$ cat config.mk
export PLATFORM = sky130hd
export DESIGN_NAME = plr_cell
export DESIGN_NICKNAME = d
export VERILOG_FILES = /design/src/rtl/plr_pkg.sv /design/src/rtl/plr_cell.sv
export SDC_FILE = /design/constraint.sdc
export NUM_CORES = 1
export LEC_CHECK = 0
export BUFFER_PORTS_ARGS = -buffer_cell sky130_fd_sc_hd__clkbuf_2
export CORE_MARGIN = 2
export CORE_UTILIZATION = 35
export CTS_CLUSTER_SIZE = 28
export DETAILED_ROUTE_END_ITERATION = 10
export PLACE_DENSITY = 0.79
export SLEW_MARGIN = 20
export SYNTH_ARGS = -nofsm -noshare
export SYNTH_HDL_FRONTEND = slang
export SYNTH_SLANG_ARGS = --single-unit
$ cat constraint.sdc
create_clock -name i_clk -period 1.9 [get_ports i_clk]
set_input_delay 0 -clock i_clk [delete_from_list [all_inputs] [get_ports i_clk]]
set_output_delay 0 -clock i_clk [all_outputs]
set_load 0.01 [all_outputs]
$ cat src/rtl/plr_pkg.sv
// shared types and constants for the positional list engine
package plr_pkg;

    localparam int CMD_W      = 3;
    localparam int POS_W      = 7;
    localparam int DATA_W     = 32;
    localparam int STATUS_W   = 2;
    localparam int LEN_W      = 7;

    localparam int CAPACITY_DEF      = 64;
    localparam int ELEMENT_WIDTH_DEF = 32;

    typedef enum logic [CMD_W-1:0] {
        CMD_INSERT = 3'd0,
        CMD_DELETE = 3'd1,
        CMD_READ   = 3'd2,
        CMD_WRITE  = 3'd3,
        CMD_CLEAR  = 3'd4
    } t_cmd;

    typedef enum logic [STATUS_W-1:0] {
        ST_DONE  = 2'd0,
        ST_RANGE = 2'd1,
        ST_FULL  = 2'd2
    } t_status;

    typedef struct packed {
        logic ins;
        logic del;
        logic wr;
        logic rd;
    } t_cell_ctrl;

    typedef struct packed {
        logic              valid;
        t_status           status;
        logic [LEN_W-1:0]  length;
    } t_meta;

endpackage

$ cat src/rtl/plr_cell.sv
// one list slot: holds an element and shifts it with its neighbors
module plr_cell #(
    parameter int EW    = plr_pkg::ELEMENT_WIDTH_DEF,
    parameter int IW    = 6,
    parameter int INDEX = 0
) (
    input  logic                i_clk,
    input  plr_pkg::t_cell_ctrl i_ctrl,
    input  logic [IW-1:0]       i_idx,
    input  logic [EW-1:0]       i_wval,
    input  logic [EW-1:0]       i_left,
    input  logic [EW-1:0]       i_right,
    output logic [EW-1:0]       o_value,
    output logic [EW-1:0]       o_tap
);

    localparam logic [IW-1:0] MY_IDX = IW'(INDEX);

    logic [EW-1:0] r_value;
    logic [EW-1:0] r_tap;
    logic          w_eq;
    logic          w_gt;

    assign w_eq = (MY_IDX == i_idx);
    assign w_gt = (MY_IDX > i_idx);

    always_ff @(posedge i_clk) begin
        if (i_ctrl.ins && w_eq) begin
            r_value <= i_wval;
        end else if (i_ctrl.ins && w_gt) begin
            r_value <= i_left;
        end else if (i_ctrl.del && (w_eq || w_gt)) begin
            r_value <= i_right;
        end else if (i_ctrl.wr && w_eq) begin
            r_value <= i_wval;
        end
        r_tap <= (i_ctrl.rd && w_eq) ? r_value : '0;
    end

    assign o_value = r_value;
    assign o_tap   = r_tap;

endmodule

Yosys cells after proc, flatten, opt, wreduce, memory -nomap -nowiden
Cells that the tools add are included.
- logic and storage cells: 15
- flip-flop bits (word level): 64
- input bits: 107
- reduce and logical (&&, ||, !) cells: 8
- mux-type cells: 4
- order comparisons: 1
- operators by type and width (cell ; count):
    $mux W32 ; 4
    $gt A1 B6 Y1 const A ; 1
    $logic_not A6 Y1 ; 1
    $logic_and A1 B1 Y1 ; 5
    $reduce_bool A4 Y1 ; 1
    $logic_or A1 B1 Y1 ; 1

Longest topological paths before layout
Gate-level depths: netlist of the first run.
- depth in word-level cells: 6
- mapped depth: 4
- depth with buffers taken out: 3

Worst setup path before layout of the first run
No wires, ideal clock.
- path kind: input to register
- start point: input i_idx[5]
- end point: register r_value[0] (netlist: o_value[0]) (enable)
- arrival: 0.944 ns
- stages: 2
- slack: 0.581 ns
- cell sequence: nor4_4 -> o311a_2
- word-level cells in the longest chain between the ends: 4
- ends and longest elaborated chain (element ; line ; source):
    from (decl) ; plr_cell.sv:9 ; input logic [IW-1:0] i_idx,
    $gt A1 B6 Y1 or $logic_not A6 Y1 (tied branches) ; plr_cell.sv:25, plr_cell.sv:24 ;
    $logic_or A1 B1 Y1 ; plr_cell.sv:32 ; end else if (i_ctrl.del && (w_eq || w_gt)) begin
    $logic_and A1 B1 Y1 ; plr_cell.sv:32 ;
    $reduce_bool A4 Y1 (no line) * ; -- ;
    to (signal assigned) ; plr_cell.sv:31 ; r_value <= i_left;
    to (signal assigned) ; plr_cell.sv:33 ; r_value <= i_right;
    to (signal assigned) ; plr_cell.sv:35 ; r_value <= i_wval;
    to (decl) ; plr_cell.sv:19 ; logic [EW-1:0] r_value;
Mark *: on every way between the ends. The rest lies on a longest branch, timed or not.
A chain may end at the register's enable or synchronous reset.

Worst setup path in the final report of the first run
- start point: input i_idx[5]
- end point: register r_value[26] (netlist: o_value[26]) (data pin)
- word-level cells in the longest chain between the ends: 6
- ends and longest elaborated chain (element ; line ; source):
    $gt A1 B6 Y1 or $logic_not A6 Y1 (tied branches) ; plr_cell.sv:25, plr_cell.sv:24 ;
    $logic_or A1 B1 Y1 ; plr_cell.sv:32 ;
    $logic_and A1 B1 Y1 ; plr_cell.sv:32 ;
    $mux W32 ; plr_cell.sv:32 ;
    $mux W32 ; plr_cell.sv:30 ; end else if (i_ctrl.ins && w_gt) begin
    $mux W32 * ; plr_cell.sv:28 ; if (i_ctrl.ins && w_eq) begin
    to (signal assigned) ; plr_cell.sv:29 ; r_value <= i_wval;
    to (signal assigned) ; plr_cell.sv:31 ;
    to (signal assigned) ; plr_cell.sv:33 ;
Marked as above.

==> results of run 1 <==
critical path, cell delays in order:
cell and delay [ps]:
clkbuf_2 100, nor4_4 380, nand4b_4 140, buf_4 300, mux2_4 340, dlygate4sd3_1 570
cells by family (layout without fill, tap and decap cells):
kind of cell	Yosys count	count (layout)	synth area share
and+or+nand+nor	36	36	0.107
muxes	32	32	0.198
DFF	64	64	0.671
AOI/OAI and AO/OA	1	1	0.00472
buffers and inverters	6	221	0.0189
cells in the final DEF, fill, tap and decap left out:
cell	count
and2_1	32
and3_2	1
buf_4	4
bufinv_16	1
clkbuf_1	1
clkbuf_2	138
clkbuf_8	10
clkinv_2	3
dfxtp_1	32
dlygate4sd3_1	64
edfxtp_1	32
mux2_2	2
mux2_4	30
nand4b_4	1
nor2_1	1
nor4_4	1
o311a_2	1
state kept, by name (all words and copies together) (netlist names):
signal / count
o_tap: 32
o_value: 32
metrics by stage:
step | cell area, µm² | utilization | total power [mW]
2_1_floorplan | 2390 | - | 1.56
3_3_place_gp | 3160 | 0.473 | 1.65
3_5_place_dp | 3160 | 0.473 | 1.65
4_1_cts | 3990 | 0.597 | 2.87
5_1_grt | 3990 | 0.597 | 2.95
6_report | 3990 | 0.597 | 2.84
power breakdown:
group          switching (mW)  internal, mW  total (mW)  leakage, nW
Combinational          0.0684         0.195       0.264         1.30
Clock                   0.484         0.628        1.11       0.0989
Sequential            0.00381          1.46        1.46        0.546
how the worst max path moves through the flow:
stage / start / endpoint / cells past startpoint
after global routing: i_idx[5] / o_value[1] / 6
after detailed placement: i_idx[5] / o_value[17] / 5
final: i_idx[5] / o_value[26] / 6
after CTS: i_idx[5] / o_value[17] / 6
after floorplan: i_idx[5] / o_value[0] / 2
after global placement: i_idx[5] / o_value[10] / 5
per-layer routing:
metal,up-vias,share of wire
met1,860,0.31
li1,909,-
met2,77,0.60
met4,0,0.031
met5,-,0
met3,18,0.056
layout make-up:
cell class | count | area (µm²)
Clock buffer | 11 | 141
Clock inverter | 4 | 45.0
Fill cell | 544 | 2690
Multi-Input combinational cell | 69 | 741
Sequential cell | 64 | 1600
Tap cell | 80 | 100
Timing Repair Buffer | 206 | 1360
what timing repair did:
action | 4_1_cts | 5_1_grt
hold endpoints to repair | 32 | 0
hold buffers | 64 | 0
endpoints found under the setup margin | 0 | 0
==> results.toml, run 1 <==
[outcome]
outcome = "finished clean"

[power_and_ir_drop]
ir_drop_mv = 0.289
p_leak_nw = 1.95
p_per_area_mw_per_mm2 = 711

[yosys]
syn_nets = 246
synthTopCellsByArea = "edfxtp_1, dfxtp_1, mux2_4, and2_1, buf_6"
synth.distinct_cells = 12
syn_area_per_cell_um2 = 17.2
synthTopCellsByCount = "and2_1, dfxtp_1, edfxtp_1, mux2_4"
ys_ff_latch = 64
synth_top_area_cell = "edfxtp_1"
syn-instance-count = 139
synthFlopType = "edfxtp_1"
ys_seq_area_frac = 0.671
synth_async_sr_flop_share = 0
ys.warnings.count = 0
synthDominantCellAreaShare = 0.403
synth_edf_count = 32
synth_area_mm2 = 0.00239

[clock_network]
clk_path_buf_depth = 2
htreeDepth = 3
cts_tree = "done"
cts_setup_buffers = 0
cts_buffers = 9
cts_resized = 0
clock_latency_ps = 330
root_buffer = "clkbuf_8"
clock_sinks = 64
clk_pin_slew_worst_paths_ps = 70

[placement]
io_buffers = 138
pre_cts_ws_ps = 313
dp.cells = 355
post-dp-hpwl_um = 3830
gp_congestion = 0.766

[global_route]
grt_util_all_layers = 0.158
met2_usage = 0.310
met3_usage = 0.0381
grt-ovfl-total = 0
gr-max-usage-layer = "met2"
grt_pass1_wl_um = 8720
grt_util_met1 = 0.140
grt_max_degree = 33
antenna_found_initial = 0
grt_pass1_vias = 1936

[setup_path]
start_kind = "input pin"
crit_fanout = 27
worst_r2r_path_depth = 1
cp_data_required_time_ps = 1980
cp.arrival_ps = 1850
r2r_slack_ps = 1210
reg2reg_to = "o_tap[13]"
end_kind = "flop"
reg2reg_from = "o_value[13]"
crit_type = "input pin to flop"

[sta]
slew_headroom = 0.675
drv_slew = 0
worst-slew-pin-transition_ps = 488
rsz0062_at_grt = "no"
fin_crit_sh = 0.932
whs_ps = 258
post-route-min-period_ps = 1770
setup_ws_ps = 130
setup-violations-final = 0
fin_skew_ps = 7.57
fmax_mhz = 565
fin_setup_tns_ps = 0
hold_viol_final = 0

[min_path]
hold_class = "input pin to flop"
min_to = "o_value[5]"
hold_depth = 3
holdCritStartpoint = "i_ctrl[1]"

[layout]
instances_no_fill = 434
syn_to_final_growth_pct = 67.1
layout-drive-gt1-share = 0.542
nets = 457
n_antenna_cell = 0

[die]
die_w_um = 86.6
fp.dieH_um = 86.6
die-area_mm2 = 0.00750
ios = 171
initial_utilization = 0.357
coreArea_mm2 = 0.00668
fp-row-count = 30

[route]
wl_per_cell_um = 13.2
vias_per_cell = 4.29
dr.pass1.iters = 6
final_antenna_net_count = 0
wl_um = 5730
drt_first_iter_violations = 47
vias = 1864
remaining_drc_errors = 0

[run]
cap_violations = 0
Note: power is estimated with default switching activity, not from simulation.
==> run 2, diff against run 1 <==
--- a/config.mk
+++ b/config.mk
@@ -5,7 +5,7 @@
 export SDC_FILE = /design/constraint.sdc
 export NUM_CORES = 1
 export LEC_CHECK = 0
-export BUFFER_PORTS_ARGS = -buffer_cell sky130_fd_sc_hd__clkbuf_2
+export BUFFER_PORTS_ARGS = -buffer_cell sky130_fd_sc_hd__buf_2
 export CORE_MARGIN = 2
 export CORE_UTILIZATION = 35
 export CTS_CLUSTER_SIZE = 28
==> results.toml, run 2 (synthesis results as in run 1) <==
[clock_network]
clock_sinks = 64
root_buffer = "clkbuf_8"
clock_latency_ps = 330
cts_tree = "done"
clk_path_buf_depth = 2
clk_pin_slew_worst_paths_ps = 80
cts_buffers = 9
postCtsHoldBufs = 64
cts_resized = 0
cts_setup_buffers = 0
htreeDepth = 3

[power_and_ir_drop]
ir_drop_mv = 0.412
clkPwrFrac = 0.404
power_frac_comb = 0.091
internal-power_mw = 2.30
swShare = 0.206
p_leak_nw = 1.95
pwr-share-seq = 0.505
p_per_area_mw_per_mm2 = 722
switching_power_uw = 595

[route]
remaining_drc_errors = 0
vias_per_cell = 4.23
drt_first_iter_violations = 37
wl_um = 5700
wl_per_cell_um = 13.1
dr.pass1.iters = 4
vias = 1841
final_antenna_net_count = 0

[global_route]
grt_util_all_layers = 0.155
antenna_found_initial = 0
grt_pass1_wl_um = 8440
grt_pass1_vias = 1853
grt_max_degree = 33
grt-ovfl-total = 0

[die]
fp-row-count = 30
ios = 171
die-area_mm2 = 0.00750
die_w_um = 86.6
initial_utilization = 0.357
fp.dieH_um = 86.6
coreArea_mm2 = 0.00668

[placement]
gp_congestion = 0.768
post-dp-hpwl_um = 3710
io_buffers = 138
pre_cts_ws_ps = 312
dp.cells = 355

[setup_path]
crit_type = "input pin to flop"
start_kind = "input pin"
cp_data_required_time_ps = 1980
end_kind = "flop"
crit_start = "i_idx[5]"
cp.arrival_ps = 1860
crit_fanout = 27
reg2reg_from = "o_value[17]"

[sta]
fmax_mhz = 561
fin_skew_ps = 6.50
worst-slew-pin-transition_ps = 493
setup-violations-final = 0
post-route-min-period_ps = 1780
hold_viol_final = 0
fin_crit_sh = 0.938
drv_slew = 0
rsz0062_at_grt = "no"
setup_ws_ps = 119
slew_headroom = 0.671
fin_setup_tns_ps = 0

[min_path]
holdCritStartpoint = "i_ctrl[1]"
hold_class = "input pin to flop"

[layout]
n_antenna_cell = 0
fin_util = 0.600
layout-drive-gt1-share = 0.546
layout_common_cells = "buf_2, dlygate4sd3_1, and2_1, dfxtp_1, edfxtp_1"
nets = 457
multiInputGateArea_um2 = 741
syn_to_final_growth_pct = 67.9
ff_latch_area_mm2 = 0.00160
instances_no_fill = 435
nFillCells = 552
layout_commonest_cell = "buf_2"

[outcome]
outcome = "finished clean"

[run]
cap_violations = 0
==> run 2: cell count changes in the layout (fill, tap and decap cells not counted) <==
cell	change
clkinvlp_4	+2
clkinv_4	+1
clkinv_2	-2
buf_2	+138
clkbuf_2	-138
clkbuf_1	-1
inv_6	+1
==> run 2: layout make-up <==
class                   count  share of cell area
flip-flops and latches     64               0.400
clock buffers              10              0.0343
repair buffers            206               0.340
multi-input cells          69               0.185
well taps                  80              0.0250
clock inverters             6              0.0169
==> run 2: layer usage <==
metal  vias up  routed length [µm]  GRT usage
met5         -                   0          0
met4         0                 138      0.101
met3        14                 306     0.0390
met2        75                3350      0.296
met1       842                1910      0.142
li1        910                   -          -
==> run 2: power by group through the flow <==
| stage | registers (mW) | clock network, mW | logic (mW) |
|---|---|---|---|
| floorplan | 1.50 | 0 | 0.0605 |
| global placement | 1.49 | 0 | 0.154 |
| detailed placement | 1.49 | 0 | 0.159 |
| CTS | 1.46 | 1.20 | 0.259 |
| global route | 1.46 | 1.26 | 0.284 |
| finish | 1.46 | 1.17 | 0.264 |
==> run 2: path summary, 6_finish.rpt <==
path / endpoint / slack (ps) / cells after the start
setup reg to reg: o_tap[17] / 1220 / 1
setup / recovery: o_value[16] / 120 / 6
hold / removal: o_value[0] / 250 / 3
hold reg to reg: o_tap[1] / 460 / 1
==> run 2: critical path, cell delays in order <==
cell and delay [ps]:
buf_2 110, nor4_4 370, nand4b_4 130, buf_4 310
mux2_4 360, dlygate4sd3_1 570
==> run 2: per-stage QoR <==
stage / hold slack, ps / power (mW) / instance area [µm²]
finish: 251 / 2.89 / 4010
global route: 279 / 3.01 / 4010
CTS: 239 / 2.92 / 4010
detailed placement: 304 / 1.65 / 3160
global placement: 301 / 1.65 / 3160
floorplan: 217 / 1.56 / 2390
==> run 3, diff against run 2 <==
--- a/config.mk
+++ b/config.mk
@@ -6,6 +6,7 @@
 export NUM_CORES = 1
 export LEC_CHECK = 0
 export BUFFER_PORTS_ARGS = -buffer_cell sky130_fd_sc_hd__buf_2
+export CORE_ASPECT_RATIO = 0.9
 export CORE_MARGIN = 2
 export CORE_UTILIZATION = 35
 export CTS_CLUSTER_SIZE = 28
==> results.toml, run 3 (synthesis results as in run 1) <==
[die]
die_w_um = 91.1
ios = 171
fp.dieH_um = 82.4
coreArea_mm2 = 0.00659
fp-row-count = 28
die-area_mm2 = 0.00750
initial_utilization = 0.362

[route]
wl_um = 6110
drt_first_iter_violations = 63
dr.pass1.iters = 4
vias_per_cell = 4.27
remaining_drc_errors = 0
vias = 1896
wl_per_cell_um = 13.8
final_antenna_net_count = 0

[placement]
io_buffers = 138
post-dp-hpwl_um = 3710
dp.cells = 364
gp_congestion = 0.788

[setup_path]
end_kind = "flop"
r2r_slack_ps = 1240
crit_fanout = 20
cp_cell_sequence = "buf_2 > nor4_4 > nand4b_4 > buf_4 > mux2_4 > dlygate4sd3_1"
slowest_delay_ps = 570
cpLargestDelayFamily = "buffers and inverters"
cp_data_required_time_ps = 1970
slowest_stage = "dlygate4sd3_1"
start_kind = "input pin"
reg2reg_from = "o_value[29]"
worst_r2r_path_depth = 1
reg2reg_to = "o_tap[29]"
cp.arrival_ps = 1800
crit_type = "input pin to flop"
cp.buffers_inverters = 3

[clock_network]
cts_setup_buffers = 0
clock_sinks = 64
clk_pin_slew_worst_paths_ps = 70
cts_buffers = 9
clk_path_buf_depth = 2
clock_latency_ps = 330
cts_resized = 0
cts_tree = "done"
htreeDepth = 3
root_buffer = "clkbuf_8"

[sta]
rsz0062_at_grt = "no"
post-route-min-period_ps = 1730
whs_ps = 293
hold_viol_final = 0
setup-violations-final = 0
fmax_mhz = 577
fin_crit_sh = 0.913
slew_headroom = 0.689
drv_slew = 0
fin_skew_ps = 9.28
fin_setup_tns_ps = 0
worst-slew-pin-transition_ps = 467

[power_and_ir_drop]
swShare = 0.211
switching_power_uw = 577
p_leak_nw = 1.93
pwr-share-seq = 0.534
power_frac_comb = 0.098
clkPwrFrac = 0.368
internal-power_mw = 2.16
p_per_area_mw_per_mm2 = 686
ir_drop_mv = 0.334

[min_path]
hold_class = "input pin to flop"
holdCritStartpoint = "i_ctrl[1]"
hold_depth = 3
min_to = "o_value[0]"

[global_route]
gr-max-usage-layer = "met2"
grt_pass1_vias = 2011
met2_usage = 0.317
grt_util_met1 = 0.157
grt-ovfl-total = 0
antenna_found_initial = 0
grt_util_all_layers = 0.163
grt_max_degree = 33
grt_pass1_wl_um = 9140
met3_usage = 0.0436

[outcome]
outcome = "finished clean"

[layout]
layout_commonest_cell = "buf_2"
nFillCells = 552
nets = 456
instances_no_fill = 444
layout-drive-gt1-share = 0.537
syn_to_final_growth_pct = 67.0
n_antenna_cell = 0
layout_common_cells = "buf_2, dlygate4sd3_1, and2_1, dfxtp_1, edfxtp_1"

[run]
cap_violations = 0
==> run 3: routing by layer <==
layer / wire length [µm] / vias to the layer above
met4: 131 / 0
met1: 2280 / 898
met5: 0 / -
met3: 302 / 12
met2: 3400 / 74
li1: - / 912
==> run 3: area by class of cell <==
cell class                 count  area [µm²]  area share
sequential                    64        1600       0.402
timing repair buffer         205        1370       0.343
multi-input combinational     69         741       0.186
clock buffer                  13         149      0.0373
tap                           90         113      0.0282
clock inverter                 3        17.5     0.00439
==> run 3: worst max-delay path by stage <==
stage / startpoint / end / slack [ps] / cells past startpoint
6_report: i_idx[5] / o_value[5] / 170 / 6
5_1_grt: i_idx[5] / o_value[5] / 140 / 6
4_1_cts: i_idx[5] / o_value[5] / 190 / 6
3_5_place_dp: i_idx[5] / o_value[5] / 390 / 5
3_3_place_gp: i_idx[5] / o_value[5] / 410 / 5
2_1_floorplan: i_idx[5] / o_value[0] / 580 / 2
==> run 3: stage by stage <==
stage | worst slack (ps) | total power, mW | instance area [µm²] | util
after floorplan | 581 | 1.56 | 2390 | -
after global placement | 414 | 1.65 | 3180 | 0.483
after detailed placement | 393 | 1.65 | 3180 | 0.483
after CTS | 190 | 2.76 | 3990 | 0.605
after global routing | 137 | 2.85 | 3990 | 0.605
final | 166 | 2.74 | 3990 | 0.605
==> run 3: power groups by stage <==
stage	logic, mW	clock network (mW)	registers (mW)
after floorplan	0.0605	0	1.50
after global placement	0.155	0	1.49
after detailed placement	0.161	0	1.49
after CTS	0.261	1.04	1.46
after global routing	0.286	1.11	1.46
final	0.268	1.01	1.46
==> run 3: timing repair <==
action	in CTS	in global routing
hold endpoints to repair	32	0
hold buffers	64	0
setup endpoints to repair	0	0
